==> config.mk <==
export PLATFORM = sky130hd
export DESIGN_NAME = sha1_stream_hash
export DESIGN_NICKNAME = d
export VERILOG_FILES = /design/src/sv/sha1_pkg.sv /design/src/sv/sha1_sched.sv /design/src/sv/sha1_round.sv /design/src/sv/sha1_stream_hash.sv
export SDC_FILE = /design/constraint.sdc
export NUM_CORES = 2
export LEC_CHECK = 0
export ABC_CLOCK_PERIOD_IN_PS = 7600
export BUFFER_PORTS_ARGS = -buffer_cell sky130_fd_sc_hd__clkbuf_2
export CAP_MARGIN = 20
export CORE_AREA = 8 8 233 458
export CTS_CLUSTER_SIZE = 25
export DETAILED_ROUTE_END_ITERATION = 10
export DIE_AREA = 0 0 241 466
export GPL_ROUTABILITY_DRIVEN = 0
export PLACE_DENSITY = 0.7
export SETUP_SLACK_MARGIN = 0.1
export SLEW_MARGIN = 40
export SYNTH_ARGS = -nofsm -noshare
export SYNTH_HDL_FRONTEND = slang
export SYNTH_HIERARCHICAL = 1
export SYNTH_SLANG_ARGS = --single-unit
==> constraint.sdc <==
create_clock -name aclk -period 7.6 [get_ports aclk]
set_input_delay 0.38 -clock aclk [delete_from_list [all_inputs] [get_ports aclk]]
set_output_delay 0.38 -clock aclk [all_outputs]
set_load 0.005 [all_outputs]
==> src/sv/sha1_pkg.sv <==
package sha1_pkg;

    typedef logic [31:0] word_t;

    localparam int DIGEST_WORDS = 5;
    localparam int ROUNDS       = 80;
    localparam int BLOCK_WORDS  = 16;

    localparam logic [6:0] LAST_ROUND = 7'(ROUNDS - 1);

    // initial chaining values h0..h4
    localparam word_t IV [DIGEST_WORDS] = '{
        32'h67452301, 32'hEFCDAB89, 32'h98BADCFE, 32'h10325476, 32'hC3D2E1F0
    };

    // round constants, one per group of twenty rounds
    localparam word_t K0 = 32'h5A827999;
    localparam word_t K1 = 32'h6ED9EBA1;
    localparam word_t K2 = 32'h8F1BBCDC;
    localparam word_t K3 = 32'hCA62C1D6;

    localparam logic [7:0] PAD_MARK = 8'h80;

    // sequencer commands to the round datapath
    typedef struct packed {
        logic load;       // copy chaining words into working variables
        logic step;       // run one round
        logic fold;       // add working variables back into chaining words
        logic init;       // restore initial chaining values
    } ctrl_t;

    function automatic word_t rotl(input word_t x, input int unsigned n);
        rotl = (x << n) | (x >> (32 - n));
    endfunction

endpackage

==> src/sv/sha1_sched.sv <==
module sha1_sched (
    input  logic              aclk,
    input  logic              wr_en,
    input  logic [5:0]        wr_pos,
    input  logic [7:0]        wr_byte,
    input  logic              shift,
    output sha1_pkg::word_t   w_cur
);
    import sha1_pkg::*;

    // sixteen-word window: holds the block while filling, then slides as W
    word_t w_reg [BLOCK_WORDS];
    word_t w_new;
    logic [1:0] lane;

    assign lane  = ~wr_pos[1:0];
    assign w_new = rotl(w_reg[13] ^ w_reg[8] ^ w_reg[2] ^ w_reg[0], 1);
    assign w_cur = w_reg[0];

    // write one byte big-endian into its word, or advance the schedule
    always_ff @(posedge aclk) begin
        if (shift) begin
            for (int i = 0; i < BLOCK_WORDS - 1; i++) begin
                w_reg[i] <= w_reg[i + 1];
            end
            w_reg[BLOCK_WORDS - 1] <= w_new;
        end else if (wr_en) begin
            w_reg[wr_pos[5:2]][{lane, 3'b000} +: 8] <= wr_byte;
        end
    end

endmodule

==> src/sv/sha1_round.sv <==
module sha1_round (
    input  logic              aclk,
    input  logic              aresetn,
    input  sha1_pkg::ctrl_t   ctrl,
    input  logic [6:0]        rnd,
    input  sha1_pkg::word_t   w_cur,
    output sha1_pkg::word_t   chain [sha1_pkg::DIGEST_WORDS]
);
    import sha1_pkg::*;

    word_t a_reg, b_reg, c_reg, d_reg, e_reg;
    word_t h_reg [DIGEST_WORDS];
    word_t f, k, t_next;

    // pick round function and constant by round group
    always_comb begin
        if (rnd < 7'd20) begin
            f = d_reg ^ (b_reg & (c_reg ^ d_reg));
            k = K0;
        end else if (rnd < 7'd40) begin
            f = b_reg ^ c_reg ^ d_reg;
            k = K1;
        end else if (rnd < 7'd60) begin
            f = (b_reg & c_reg) | (d_reg & (b_reg | c_reg));
            k = K2;
        end else begin
            f = b_reg ^ c_reg ^ d_reg;
            k = K3;
        end
        t_next = rotl(a_reg, 5) + f + e_reg + k + w_cur;
    end

    // working variables
    always_ff @(posedge aclk) begin
        if (ctrl.load) begin
            a_reg <= h_reg[0];
            b_reg <= h_reg[1];
            c_reg <= h_reg[2];
            d_reg <= h_reg[3];
            e_reg <= h_reg[4];
        end else if (ctrl.step) begin
            a_reg <= t_next;
            b_reg <= a_reg;
            c_reg <= rotl(b_reg, 30);
            d_reg <= c_reg;
            e_reg <= d_reg;
        end
    end

    // chaining words
    always_ff @(posedge aclk) begin
        if (!aresetn || ctrl.init) begin
            h_reg <= IV;
        end else if (ctrl.fold) begin
            h_reg[0] <= h_reg[0] + a_reg;
            h_reg[1] <= h_reg[1] + b_reg;
            h_reg[2] <= h_reg[2] + c_reg;
            h_reg[3] <= h_reg[3] + d_reg;
            h_reg[4] <= h_reg[4] + e_reg;
        end
    end

    assign chain = h_reg;

endmodule

==> src/sv/sha1_stream_hash.sv <==
// Channel  Dir  Ports                                                    Beat
// s_       in   s_valid s_ready s_operation s_data_byte                  absorb byte or finish
// m_       out  m_valid m_ready m_digest_word m_word_index m_last_word   one digest word
//
// An absorb beat that completes a 64-byte block starts a compression: the
// single round datapath runs 80 rounds, one per cycle, then one fold.
// A finish beat writes the pad mark, pads to the end of the block and compresses it;
// an extra length block adds 64 more padding bytes and a compression. Five output beats follow.
// Reset is synchronous, active low, and loads the initial chaining values.
// s_ready stays low until the last digest word; m_ready low holds the current word.
module sha1_stream_hash (
    input  logic        aclk,
    input  logic        aresetn,
    input  logic        s_valid,
    output logic        s_ready,
    input  logic        s_operation,
    input  logic [7:0]  s_data_byte,
    output logic        m_valid,
    input  logic        m_ready,
    output logic [31:0] m_digest_word,
    output logic [2:0]  m_word_index,
    output logic        m_last_word
);
    import sha1_pkg::*;

    typedef enum logic [2:0] {
        S_IDLE,
        S_PAD,
        S_ROUND,
        S_FOLD,
        S_OUT
    } state_t;

    state_t      state_reg, state_next;
    logic [5:0]  pos_reg, pos_next;
    logic [60:0] len_reg, len_next;
    logic [6:0]  rnd_reg, rnd_next;
    logic [2:0]  widx_reg, widx_next;
    logic        two_blk_reg, two_blk_next;
    logic        fin_reg, fin_next;
    logic        s_ready_reg, s_ready_next;
    logic        m_valid_reg, m_valid_next;

    ctrl_t       ctrl;
    logic        wr_en, shift;
    logic [7:0]  wr_byte;
    logic [63:0] len_bits;
    logic [2:0]  len_lane;
    logic        in_beat;
    word_t       w_cur;
    word_t       chain [DIGEST_WORDS];

    assign in_beat  = s_valid && s_ready_reg;
    assign len_bits = {len_reg, 3'b000};
    assign len_lane = ~pos_reg[2:0];

    // sequencer
    always_comb begin
        state_next   = state_reg;
        pos_next     = pos_reg;
        len_next     = len_reg;
        rnd_next     = rnd_reg;
        widx_next    = widx_reg;
        two_blk_next = two_blk_reg;
        fin_next     = fin_reg;
        ctrl         = '0;
        wr_en        = 1'b0;
        wr_byte      = 8'h00;
        shift        = 1'b0;
        case (state_reg)
            S_IDLE: begin
                if (in_beat) begin
                    wr_en    = 1'b1;
                    pos_next = pos_reg + 6'd1;
                    if (s_operation) begin
                        // finish: drop in the pad mark, then padding
                        wr_byte      = PAD_MARK;
                        fin_next     = 1'b1;
                        two_blk_next = (pos_reg > 6'd55);
                        state_next   = S_PAD;
                    end else begin
                        wr_byte  = s_data_byte;
                        len_next = len_reg + 61'd1;
                    end
                    if (pos_reg == 6'd63) begin
                        ctrl.load  = 1'b1;
                        rnd_next   = '0;
                        state_next = S_ROUND;
                    end
                end
            end
            S_PAD: begin
                // zero fill, with the bit length in the final eight bytes of the last block
                wr_en    = 1'b1;
                pos_next = pos_reg + 6'd1;
                if (pos_reg >= 6'd56 && !two_blk_reg) begin
                    wr_byte = len_bits[{len_lane, 3'b000} +: 8];
                end
                if (pos_reg == 6'd63) begin
                    ctrl.load  = 1'b1;
                    rnd_next   = '0;
                    state_next = S_ROUND;
                end
            end
            S_ROUND: begin
                ctrl.step = 1'b1;
                shift     = 1'b1;
                rnd_next  = rnd_reg + 7'd1;
                if (rnd_reg == LAST_ROUND) begin
                    state_next = S_FOLD;
                end
            end
            S_FOLD: begin
                ctrl.fold = 1'b1;
                if (!fin_reg) begin
                    state_next = S_IDLE;
                end else if (two_blk_reg) begin
                    two_blk_next = 1'b0;
                    state_next   = S_PAD;
                end else begin
                    widx_next  = '0;
                    state_next = S_OUT;
                end
            end
            S_OUT: begin
                if (m_ready) begin
                    widx_next = widx_reg + 3'd1;
                    if (widx_reg == 3'(DIGEST_WORDS - 1)) begin
                        ctrl.init  = 1'b1;
                        len_next   = '0;
                        fin_next   = 1'b0;
                        widx_next  = '0;
                        state_next = S_IDLE;
                    end
                end
            end
            default: begin
                state_next = S_IDLE;
            end
        endcase
        s_ready_next = (state_next == S_IDLE);
        m_valid_next = (state_next == S_OUT);
    end

    // hold state and registered handshake outputs
    always_ff @(posedge aclk) begin
        if (!aresetn) begin
            state_reg   <= S_IDLE;
            pos_reg     <= '0;
            len_reg     <= '0;
            rnd_reg     <= '0;
            widx_reg    <= '0;
            two_blk_reg <= 1'b0;
            fin_reg     <= 1'b0;
            s_ready_reg <= 1'b1;
            m_valid_reg <= 1'b0;
        end else begin
            state_reg   <= state_next;
            pos_reg     <= pos_next;
            len_reg     <= len_next;
            rnd_reg     <= rnd_next;
            widx_reg    <= widx_next;
            two_blk_reg <= two_blk_next;
            fin_reg     <= fin_next;
            s_ready_reg <= s_ready_next;
            m_valid_reg <= m_valid_next;
        end
    end

    sha1_sched u_sched (
        .aclk    (aclk),
        .wr_en   (wr_en),
        .wr_pos  (pos_reg),
        .wr_byte (wr_byte),
        .shift   (shift),
        .w_cur   (w_cur)
    );

    sha1_round u_round (
        .aclk    (aclk),
        .aresetn (aresetn),
        .ctrl    (ctrl),
        .rnd     (rnd_reg),
        .w_cur   (w_cur),
        .chain   (chain)
    );

    assign s_ready       = s_ready_reg;
    assign m_valid       = m_valid_reg;
    assign m_digest_word = chain[widx_reg];
    assign m_word_index  = widx_reg;
    assign m_last_word   = (widx_reg == 3'(DIGEST_WORDS - 1));

endmodule

==> impl_metrics.toml <==
[global_routing]
grt_max_degree = 158
busiest_layer = "met2"
grt_pass1_vias = 39900
grt_usage_pct = 29.3
use_met2_pct = 53.3
use_met1_pct = 27.9
antenna_found_initial = 2
use_met3_pct = 4.19
grt_pass1_wl_um = 247000
overflow = 0

[timing]
post-route-period-util_pct = 84.6
tightest_slew_ps = 988
fin_setup_tns_ps = 0
max_freq_mhz = 156
setup_viol = 0
holdWs_ps = 126
hold_viol = 0
finClkSkew_ps = 34.9
setup_ws_ps = 1170
final-max-slew-violation-count = 0
min_period_ps = 6430
rsz0062_at_grt = "false"
max_slew_margin_pct = 33.4

[cells_and_area]
final_nets = 5076
final_common_cell = "edfxtp_1"
largest_reg_flops = 512
multi_input_area_mm2 = 0.0279
drive_above_1_share_pct = 20.3
fillers = 8549
mostFrequentLayoutCells = "672 x edfxtp_1, 577 x mux2_2, 299 x nand2_1, 271 x inv_1, 268 x nor2_1"
layout.area.seq_mm2 = 0.0251
synthToLayoutAreaGrowth_pct = 8.31

[logic_synthesis]
synth_cells = 4768
synth_ff_type = "edfxtp_1"
synth_area_per_cell_um2 = 11.5
synthDistinctLibCells = 110
seq_area_frac_synth_pct = 45.8
synth-warning-count = 6
synth.cell_area_mm2 = 0.0548
syn_nets = 5108
synth_edf_count = 672
synth_seq_cells = 916
ys_async_sr_fraction_pct = 0

[clock_tree]
cts_htree_levels = 3
clk-insertion-delay-late_ps = 710
max-clock-path-buffers = 3
cts_resized = 0
numCtsBuffers = 85
ctsRootBufferMaster = "clkbuf_16"
path_clk_slew_ps = 70
cts.sinks = 916
cts_tree = "built"

[run_status]
status = "finished clean"

[die]
start_util_pct = 54.4
core_mm2 = 0.101
io_pins = 51
die_h_um = 466
dieWidth_um = 241
num_rows = 165
dieArea_mm2 = 0.112

[setup_path]
crit_buf_inv = 4
path_cells = "a41oi_1, inv_1, nor2_2, nor2_2, buf_4, a221o_1, fa_1, inv_1, fa_1, inv_1, ha_1, and4_1, nand2_1, o211ai_1, nand4_1, a31oi_1, a41o_1, o41a_1, xnor2_1, o21ai_1"
endpoint_kind = "register"
worstPathRequired_ps = 8040
critPathMaxStageDelay_ps = 640
path_class = "register to register"
cp-start-kind = "register"
cpMostUsedCell = "inv_1"
cp.arrival_ps = 6870
path_delay_family = "compound AO/OA/AOI/OAI gates"
cp_max_fo = 20
critical-path-slowest-cell = "a41oi_1"

[routing]
drtIter0Drc = 2758
drc = 0
dr.pass1.iters = 6
viasPerCell = 6.35
finalWirelength_um = 165000
ant_nets = 0
vias = 39000
routedWlPerCell_um = 26.9

[min_path]
min_path_type = "input pin to register"

[placed_design]
post-place-ws_ps = 1250
portBuffers = 50
detailed_place_hpwl_um = 123000

[job]
drv_cap = 0

[pwr]
p_per_area_mw_per_mm2 = 180
peakVddDrop_uv = 196
leakagePower_nw = 21.6
repair_timing:
action,CTS,global route
hold buffers,1,0
endpoints found under the hold margin,1,0
buffers inserted,0,0
cell type report:
type | instances | share of cell area, %
diodes | 2 | 0.00844
clock buffers | 100 | 3.77
clock inverters | 58 | 1.16
inverters | 273 | 1.73
multi-input cells | 3367 | 47.1
flip-flops and latches | 916 | 42.3
well taps | 1336 | 2.82
repair buffers | 93 | 1.13
worst paths after layout:
path	from	endpoint	slack, ps	cells after the start
max	rnd_reg[4]$_SDFFE_PN0P_	u_round/a_reg[28]$_DFFE_PP_	1170	20
min	m_ready	m_valid$_SDFF_PN0_	130	4
min reg2reg	len_reg[54]$_SDFFE_PN0P_	len_reg[54]$_SDFFE_PN0P_	510	2
max reg2reg	rnd_reg[4]$_SDFFE_PN0P_	u_round/a_reg[28]$_DFFE_PP_	1170	20
worst min-delay path, cell delays in order:
cell,delay (ps)
clkbuf_2,110
nand2_1,70
a31oi_1,90
nor2_1,130
layer usage:
layer / up-vias / wire (µm)
met5: - / 0
met4: 0 / 17900
met3: 652 / 8360
met2: 1542 / 87100
met1: 19300 / 52100
li1: 17500 / -
kinds of logic after synthesis:
kind of cell,share of synthesized area (%)
adder cells (fa/ha/maj),9.18
buffers and inverters,3.43
AND/OR/NAND/NOR,10.3
multiplexers,16.3
AO/OA/AOI/OAI,10.8
XOR/XNOR,4.24
flip-flops,45.8
through the flow:
| step | cells | area [µm²] | power (mW) | utilization, % |
|---|---|---|---|---|
| finish | 6145 | 59300 | 10.7 | 58.9 |
| global route | 6144 | 59300 | 11.0 | 58.9 |
| CTS | 6140 | 59200 | 10.7 | 58.8 |
| detailed placement | 5981 | 56300 | 6.15 | 55.9 |
| global placement | 5979 | 56200 | 6.13 | 55.8 |
| floorplan | 4768 | 54800 | 5.97 | - |
where the power goes:
group / switching (mW) / leakage [nW] / internal [mW]
clock network: 2.05 / 1.40 / 2.57
registers: 0.0287 / 8.02 / 5.34
logic: 0.414 / 12.2 / 0.264
cell usage after synthesis (25+ instances only):
cell,number,area (µm²)
a211oi_1,41,308
a21o_1,88,661
a21oi_1,218,1090
a31oi_1,29,181
and2_0,28,175
and3_1,39,244
buf_1,29,109
buf_2,34,170
clkbuf_1,147,552
dfxtp_1,244,4880
edfxtp_1,672,20200
fa_1,125,2500
ha_1,202,2530
inv_1,272,1020
mux2_1,49,552
mux2_2,577,6500
mux2i_1,86,861
mux4_2,45,1010
nand2_1,301,1130
nand2b_1,73,457
nand3_1,68,340
nand4_1,39,244
nor2_1,270,1010
nor2b_1,33,206
nor3_1,52,260
o211ai_1,26,195
o21a_1,25,188
o21ai_0,237,1190
o31ai_1,33,248
or2_2,34,213
or3_1,31,194
xnor2_1,162,1420
xor2_1,103,902
Note: power is estimated with default switching activity, not from simulation.
